===== src/rtl/sha_pkg.sv =====
`default_nettype none
package sha_pkg;

  // one queued beat from the front part
  typedef struct packed {
    logic [7:0] data_byte;
    logic       has_byte;
    logic       end_of_message;
  } sha_beat_t;

  localparam logic [7:0] PadMark = 8'h80;

  localparam logic [255:0] StartWords = {
    32'h6a09e667, 32'hbb67ae85, 32'h3c6ef372, 32'ha54ff53a,
    32'h510e527f, 32'h9b05688c, 32'h1f83d9ab, 32'h5be0cd19
  };

  function automatic logic [31:0] round_k(input logic [5:0] idx);
    logic [31:0] k;
    case (idx)
      6'd0: k = 32'h428a2f98; 6'd1: k = 32'h71374491; 6'd2: k = 32'hb5c0fbcf;
      6'd3: k = 32'he9b5dba5; 6'd4: k = 32'h3956c25b; 6'd5: k = 32'h59f111f1;
      6'd6: k = 32'h923f82a4; 6'd7: k = 32'hab1c5ed5; 6'd8: k = 32'hd807aa98;
      6'd9: k = 32'h12835b01; 6'd10: k = 32'h243185be; 6'd11: k = 32'h550c7dc3;
      6'd12: k = 32'h72be5d74; 6'd13: k = 32'h80deb1fe; 6'd14: k = 32'h9bdc06a7;
      6'd15: k = 32'hc19bf174; 6'd16: k = 32'he49b69c1; 6'd17: k = 32'hefbe4786;
      6'd18: k = 32'h0fc19dc6; 6'd19: k = 32'h240ca1cc; 6'd20: k = 32'h2de92c6f;
      6'd21: k = 32'h4a7484aa; 6'd22: k = 32'h5cb0a9dc; 6'd23: k = 32'h76f988da;
      6'd24: k = 32'h983e5152; 6'd25: k = 32'ha831c66d; 6'd26: k = 32'hb00327c8;
      6'd27: k = 32'hbf597fc7; 6'd28: k = 32'hc6e00bf3; 6'd29: k = 32'hd5a79147;
      6'd30: k = 32'h06ca6351; 6'd31: k = 32'h14292967; 6'd32: k = 32'h27b70a85;
      6'd33: k = 32'h2e1b2138; 6'd34: k = 32'h4d2c6dfc; 6'd35: k = 32'h53380d13;
      6'd36: k = 32'h650a7354; 6'd37: k = 32'h766a0abb; 6'd38: k = 32'h81c2c92e;
      6'd39: k = 32'h92722c85; 6'd40: k = 32'ha2bfe8a1; 6'd41: k = 32'ha81a664b;
      6'd42: k = 32'hc24b8b70; 6'd43: k = 32'hc76c51a3; 6'd44: k = 32'hd192e819;
      6'd45: k = 32'hd6990624; 6'd46: k = 32'hf40e3585; 6'd47: k = 32'h106aa070;
      6'd48: k = 32'h19a4c116; 6'd49: k = 32'h1e376c08; 6'd50: k = 32'h2748774c;
      6'd51: k = 32'h34b0bcb5; 6'd52: k = 32'h391c0cb3; 6'd53: k = 32'h4ed8aa4a;
      6'd54: k = 32'h5b9cca4f; 6'd55: k = 32'h682e6ff3; 6'd56: k = 32'h748f82ee;
      6'd57: k = 32'h78a5636f; 6'd58: k = 32'h84c87814; 6'd59: k = 32'h8cc70208;
      6'd60: k = 32'h90befffa; 6'd61: k = 32'ha4506ceb; 6'd62: k = 32'hbef9a3f7;
      default: k = 32'hc67178f2;
    endcase
    return k;
  endfunction

endpackage
`default_nettype wire


===== src/rtl/sha_queue.sv =====
`default_nettype none
module sha_queue #(
  parameter int unsigned Depth = 2
) (
  input  wire logic              clk,
  input  wire logic              rst,
  input  wire sha_pkg::sha_beat_t in_beat,
  input  wire logic              in_valid,
  output logic                   in_ready,
  output sha_pkg::sha_beat_t     out_beat,
  output logic                   out_valid,
  input  wire logic              out_ready
);
  import sha_pkg::*;

  localparam int unsigned AddrW = (Depth > 1) ? $clog2(Depth) : 1;

  sha_beat_t slots [Depth];
  logic [AddrW-1:0] wr_ptr;
  logic [AddrW-1:0] rd_ptr;
  logic [AddrW:0]   count;
  logic push;
  logic pop;

  assign in_ready  = (count != (AddrW+1)'(Depth));
  assign out_valid = (count != '0);
  assign out_beat  = slots[rd_ptr];
  assign push = in_valid && in_ready;
  assign pop  = out_valid && out_ready;

  // pointers and fill count
  always_ff @(posedge clk) begin
    if (rst) begin
      wr_ptr <= '0;
      rd_ptr <= '0;
      count  <= '0;
    end else begin
      if (push) begin
        wr_ptr <= (wr_ptr == AddrW'(Depth - 1)) ? '0 : wr_ptr + 1'b1;
      end
      if (pop) begin
        rd_ptr <= (rd_ptr == AddrW'(Depth - 1)) ? '0 : rd_ptr + 1'b1;
      end
      if (push && !pop) begin
        count <= count + 1'b1;
      end else if (pop && !push) begin
        count <= count - 1'b1;
      end
    end
  end

  // slot storage
  always_ff @(posedge clk) begin
    if (push) begin
      slots[wr_ptr] <= in_beat;
    end
  end
endmodule
`default_nettype wire


===== src/rtl/sha_core.sv =====
`default_nettype none
module sha_core (
  input  wire logic              clk,
  input  wire logic              rst,
  input  wire sha_pkg::sha_beat_t beat,
  input  wire logic              beat_valid,
  output logic                   beat_ready,
  output logic [31:0]            digest_word,
  output logic [2:0]             word_number,
  output logic                   final_word,
  output logic                   out_valid,
  input  wire logic              out_ready
);
  import sha_pkg::*;

  typedef enum logic [2:0] {
    ST_IDLE, ST_PAD, ST_ROUND, ST_ADD, ST_EMIT
  } state_t;

  state_t      state;
  logic [31:0] chain [8];
  logic [31:0] work [8];
  logic [31:0] sched [16];
  logic [63:0] byte_total;
  logic [5:0]  round;
  logic        finishing;
  logic        pad_second;
  logic [2:0]  emit_idx;
  logic        data_block;

  logic [5:0]  pos;
  logic [63:0] bit_len;
  logic        last_pad;
  logic [31:0] wt;
  logic [31:0] w_new;
  logic [31:0] t1;
  logic [31:0] t2;
  logic [31:0] s0;
  logic [31:0] s1;
  logic [31:0] ea;
  logic [31:0] aa;
  logic        out_free;
  logic        emit_fire;

  assign pos = byte_total[5:0];
  assign bit_len = {byte_total[60:0], 3'b000};
  assign last_pad = pad_second || (pos < 6'd56);
  assign out_free = !out_valid || out_ready;
  assign emit_fire = (state == ST_EMIT) && out_free;
  assign beat_ready = (state == ST_IDLE);

  // message schedule and round function
  always_comb begin
    s0 = {sched[1][6:0], sched[1][31:7]} ^ {sched[1][17:0], sched[1][31:18]}
       ^ (sched[1] >> 3);
    s1 = {sched[14][16:0], sched[14][31:17]} ^ {sched[14][18:0], sched[14][31:19]}
       ^ (sched[14] >> 10);
    w_new = s1 + sched[9] + s0 + sched[0];
    wt = sched[0];
    ea = work[4];
    aa = work[0];
    t1 = work[7] + ({ea[5:0], ea[31:6]} ^ {ea[10:0], ea[31:11]} ^ {ea[24:0], ea[31:25]})
       + ((ea & work[5]) ^ (~ea & work[6])) + round_k(round) + wt;
    t2 = ({aa[1:0], aa[31:2]} ^ {aa[12:0], aa[31:13]} ^ {aa[21:0], aa[31:22]})
       + ((aa & work[1]) ^ (aa & work[2]) ^ (work[1] & work[2]));
  end

  // sequencer: byte load, padding, 64 rounds, chaining add, digest output
  always_ff @(posedge clk) begin
    if (rst) begin
      state      <= ST_IDLE;
      byte_total <= '0;
      out_valid  <= 1'b0;
      finishing  <= 1'b0;
      pad_second <= 1'b0;
      round      <= '0;
      emit_idx   <= '0;
      for (int i = 0; i < 8; i++) begin
        chain[i] <= StartWords[255 - 32*i -: 32];
      end
      for (int i = 0; i < 16; i++) begin
        sched[i] <= '0;
      end
    end else begin
      if (emit_fire) begin
        out_valid <= 1'b1;
      end else if (out_ready) begin
        out_valid <= 1'b0;
      end
      unique case (state)
        ST_IDLE: begin
          if (beat_valid) begin
            finishing <= beat.end_of_message;
            if (beat.has_byte) begin
              sched[pos[5:2]][31 - 8*pos[1:0] -: 8] <= beat.data_byte;
              byte_total <= byte_total + 64'd1;
              if (pos == 6'd63) begin
                for (int i = 0; i < 8; i++) work[i] <= chain[i];
                round <= '0;
                state <= ST_ROUND;
              end else if (beat.end_of_message) begin
                state <= ST_PAD;
              end
            end else if (beat.end_of_message) begin
              state <= ST_PAD;
            end
          end
        end
        ST_PAD: begin
          // mark, zero fill and, on the last padding block, length field in one step
          for (int b = 0; b < 64; b++) begin
            if (b >= 56 && last_pad) begin
              sched[b/4][31 - 8*(b%4) -: 8] <= bit_len[63 - 8*(b-56) -: 8];
            end else if (!pad_second && b == int'(pos)) begin
              sched[b/4][31 - 8*(b%4) -: 8] <= PadMark;
            end else if (pad_second || b > int'(pos)) begin
              sched[b/4][31 - 8*(b%4) -: 8] <= 8'h00;
            end
          end
          if (last_pad) begin
            finishing <= 1'b1;
            pad_second <= 1'b0;
          end else begin
            pad_second <= 1'b1;
          end
          for (int i = 0; i < 8; i++) work[i] <= chain[i];
          round <= '0;
          state <= ST_ROUND;
        end
        ST_ROUND: begin
          for (int i = 0; i < 15; i++) sched[i] <= sched[i+1];
          sched[15] <= w_new;
          work[7] <= work[6]; work[6] <= work[5]; work[5] <= work[4];
          work[4] <= work[3] + t1;
          work[3] <= work[2]; work[2] <= work[1]; work[1] <= work[0];
          work[0] <= t1 + t2;
          round <= round + 1'b1;
          if (round == 6'd63) state <= ST_ADD;
        end
        ST_ADD: begin
          for (int i = 0; i < 8; i++) chain[i] <= chain[i] + work[i];
          emit_idx <= '0;
          // block filled by a byte that also ended the message still needs padding
          if (pad_second || (finishing && data_block)) begin
            state <= ST_PAD;
          end else if (finishing) begin
            state <= ST_EMIT;
          end else begin
            state <= ST_IDLE;
          end
        end
        ST_EMIT: begin
          if (emit_fire) begin
            digest_word <= chain[emit_idx];
            word_number <= emit_idx;
            final_word  <= (emit_idx == 3'd7);
            emit_idx    <= emit_idx + 1'b1;
            if (emit_idx == 3'd7) begin
              for (int i = 0; i < 8; i++) chain[i] <= StartWords[255 - 32*i -: 32];
              byte_total <= '0;
              finishing  <= 1'b0;
              for (int i = 0; i < 16; i++) sched[i] <= '0;
              state <= ST_IDLE;
            end
          end
        end
        default: state <= ST_IDLE;
      endcase
    end
  end

  // set when a beat's byte fills the block and starts a data compression
  always_ff @(posedge clk) begin
    if (rst) begin
      data_block <= 1'b0;
    end else if (state == ST_IDLE && beat_valid) begin
      data_block <= beat.has_byte && pos == 6'd63;
    end else if (state == ST_PAD) begin
      data_block <= 1'b0;
    end
  end
endmodule
`default_nettype wire


===== src/rtl/sha256_byte_stream_hasher.sv =====
`default_nettype none
// SHA-256 of a byte stream, one byte per input beat. Beats pass through a
// two-entry queue into a sequencer that stores each byte in the block
// buffer and takes a new beat only while idle; a full block, and each
// padding block on the beat marked end_of_message, runs 64 rounds at one
// round per cycle followed by the chaining add. The eight digest words
// then leave one per cycle while out_ready allows, word 0 first.
module sha256_byte_stream_hasher (
  input  wire logic        clk,
  input  wire logic        rst,
  input  wire logic [7:0]  data_byte,
  input  wire logic        has_byte,
  input  wire logic        end_of_message,
  input  wire logic        in_valid,
  output logic             in_ready,
  output logic [31:0]      digest_word,
  output logic [2:0]       word_number,
  output logic             final_word,
  output logic             out_valid,
  input  wire logic        out_ready
);
  import sha_pkg::*;

  sha_beat_t in_beat;
  sha_beat_t q_beat;
  logic      q_valid;
  logic      q_ready;

  assign in_beat = '{data_byte: data_byte, has_byte: has_byte,
                     end_of_message: end_of_message};

  // front: input queue
  sha_queue #(.Depth(2)) u_queue (
    .clk(clk), .rst(rst),
    .in_beat(in_beat), .in_valid(in_valid), .in_ready(in_ready),
    .out_beat(q_beat), .out_valid(q_valid), .out_ready(q_ready)
  );

  // back: compression engine
  sha_core u_core (
    .clk(clk), .rst(rst),
    .beat(q_beat), .beat_valid(q_valid), .beat_ready(q_ready),
    .digest_word(digest_word), .word_number(word_number),
    .final_word(final_word), .out_valid(out_valid), .out_ready(out_ready)
  );
endmodule
`default_nettype wire

===== config.mk =====
export PLATFORM = sky130hd
export DESIGN_NAME = sha256_byte_stream_hasher
export DESIGN_NICKNAME = d
export VERILOG_FILES = /design/src/rtl/sha_pkg.sv /design/src/rtl/sha_queue.sv /design/src/rtl/sha_core.sv /design/src/rtl/sha256_byte_stream_hasher.sv
export SDC_FILE = /design/constraint.sdc
export NUM_CORES = 2
export LEC_CHECK = 0
export BUFFER_PORTS_ARGS = -buffer_cell sky130_fd_sc_hd__clkbuf_2
export CAP_MARGIN = 20
export CORE_MARGIN = 5
export CORE_UTILIZATION = 30
export DETAILED_ROUTE_END_ITERATION = 7
export PLACE_DENSITY_LB_ADDON = 0.25
export SYNTH_ARGS = -nofsm -noshare
export SYNTH_HDL_FRONTEND = slang
export SYNTH_SLANG_ARGS = --single-unit

===== constraint.sdc =====
create_clock -name clk -period 28.4 [get_ports clk]
set_input_delay 5.68 -clock clk [delete_from_list [all_inputs] [get_ports clk]]
set_output_delay 5.68 -clock clk [all_outputs]
set_load 0.05 [all_outputs]

==> out/qor.csv <==
stage,metric,value,unit
synthesis,async_flop_share,0,%
clock_tree,clk_pin_slew_worst_paths,60,ps
place,place_congestion,0.963,
place,port_buffers,51,
clock_tree,cts_buffers,141,
drt,post-route-drc-count,0,
worst_setup_path,worstSetupStartpointType,input port,
worst_setup_path,cp_max_fo,194,
timing,period_minus_slack,9520,ps
finish,drive_above_1_share,7.11,%
finish,final_common_cell,nand2_1,
floorplan,chipWidth,521,um
synthesis,yosysWarningCount,0,
synthesis,ys_dominant_reg_cell,edfxtp_1,
worst_setup_path,path_class,input port to register,
global_route,grt_overflow_total,0,
worst_setup_path,r2r_setup_slack,19840,ps
floorplan,dieArea,271000,sq um
worst_setup_path,critical_path_arrival,10120,ps
timing,fmax,105,MHz
clock_tree,cts_setup_buffers,0,
synthesis,synth_edf_count,952,
timing,period_share,33.5,%
drt,drt-initial-drc-count,7198,
worst_setup_path,cp.required,29000,ps
flow_run,drv_cap,0,
synthesis,syn-cell-area,78200,sq um
global_route,grt_pass1_vias,61600,
floorplan,core-area,260000,sq um
drt,vias_per_cell,5.56,
clock_tree,cts_tree,done,
drt,first_pass_iters,6,
floorplan,start_util,30.1,%
synthesis,synth_cell_types,100,
clock_tree,clock-sinks,1194,
timing,finClkSkew,60.4,ps
clock_tree,cts-htree-levels,4,
global_route,grt_start_max_net_pins,206,
timing,setup_tns,0,ps
timing,finalMaxSlewViolations,0,
global_route,gr-usage-all-layers,21.5,%
clock_tree,cts_resized,0,
worst_setup_path,end_kind,register,
synthesis,syn_inst,8275,
timing,rsz0062_at_grt,false,
synthesis,ys_ff_latch,1194,
finish,nFillCells,26500,
drt,ant_nets,0,
floorplan,io_pins,52,
clock_tree,ctsRootBufferMaster,clkbuf_16,
floorplan,row_count,187,
global_route,grt_pass1_wl,435000,um
timing,tightestPinTransition,1200,ps
clock_tree,clk_path_buf_depth,3,
finish,area_delta_synth_final,11.1,%
finish,finish.net_count,8760,
finish,mostFrequentLayoutCells,"nand2_1, edfxtp_1, o21ai_0, a21oi_1, nor2_1",
clock_tree,worstSkewPairLatency,860,ps
run_status,status,"complete, no violations",
global_route,antenna_found_initial,7,
drt,wl,302000,um
synthesis,postSynthAreaPerCell,9.46,sq um
clock_tree,cts_hold_buf,0,
timing,setup_viol,0,
place,post-dp-hpwl,221000,um
min_path,min_path_type,register to register,
synthesis,syn-num-nets,8880,
drt,via_count,64900,
drt,avgRoutedWirePerCell,25.9,um
synthesis,synth-seq-area-share,42.7,%
timing,hold_viol,0,
timing,slew_headroom,19.6,%
floorplan,die_h,521,um
## worst max-delay path: stages
cell and delay (ps):
clkbuf_2 360, buf_4 400, nor2_4 150, buf_4 540, buf_4 780, buf_12 550
buf_4 780, mux2_2 410
## cells by family (layout without fill, tap and decap cells)
family                     Yosys count  count (layout)  synth area share, %
xor gates and xnor gates           621             621                 6.99
and+or+nand+nor                   2680            2680                 14.6
muxes                              149             149                 3.04
AOI/OAI and AO/OA                 2196            2196                 17.1
DFF                               1194            1194                 42.7
buffers and inverters              822             819                 4.03
other                                0               5                    0
adders and majority gates          613             613                 11.6
## layout make-up
type                       count  area [sq um]  share of cell area [%]
multi-input combinational   6259         41800                    48.0
sequential                  1194         33400                    38.5
tap                         3402          4260                    4.90
clock buffer                 179          3760                    4.33
inverter                     383          1440                    1.66
timing repair buffer         176          1260                    1.45
clock inverter                81           982                    1.13
antenna                        5          12.5                  0.0144
## sequential cells by signal, summed over array words and instances, names as in the netlist, 2 cells and up, named ones only
signal,count
u_core.chain,256
u_core.emit_idx,3
u_core.word_number,3
u_core.state,3
u_core.work,256
u_core.sched,512
u_core.round,6
u_core.digest_word,32
u_queue.count,2
u_queue.slots,20
u_core.byte_total,61
## path summary, 6_finish.rpt
check                            startpoint                             end  cells after the start
max                                     rst   u_core.work[0][159]$_DFFE_PP_                      8
min          u_core.sched[12][13]$_DFFE_PP_  u_core.sched[11][13]$_DFFE_PP_                      2
min reg2reg  u_core.sched[12][13]$_DFFE_PP_  u_core.sched[11][13]$_DFFE_PP_                      2
max reg2reg                        register    u_core.work[0][30]$_DFFE_PP_                     27
## layer usage
metal  global-route usage [%]  wire length [um]
met1                     30.7            136000
met2                     32.2            130000
met3                     4.32             24900
met4                     7.72             11700
met5                        0                13
## cell usage after synthesis, types with 64 or more instances
cell	number	area, sq um
a21o_1	194	1460
a21oi_1	517	2590
clkbuf_1	378	1420
dfxtp_1	242	4840
edfxtp_1	952	28600
fa_1	195	3900
ha_1	396	4950
inv_1	377	1420
mux2_2	69	777
mux4_2	64	1440
nand2_1	1611	6050
nand2b_1	70	438
nand3_1	180	901
nor2_1	430	1610
nor3_1	109	546
o211ai_1	65	488
o21ai_0	807	4040
o22ai_1	95	594
xnor2_1	389	3410
xor2_1	230	2010
## through the flow
stage | std cells | utilization [%] | hold WS (ps) | area, sq um | worst slack, ps
after global placement | 11400 | 31.6 | 473 | 82100 | 18170
after floorplan | 8275 | - | 435 | 78200 | 13980
after detailed placement | 11400 | 31.6 | 485 | 82100 | 18160
final | 11700 | 33.5 | 489 | 86900 | 18880
after global routing | 11700 | 33.5 | 504 | 86900 | 18730
after CTS | 11700 | 33.5 | 484 | 86900 | 19070
Power is not shown: default switching activity piles up to over one toggle a cycle in this logic, so the estimate is an artifact.
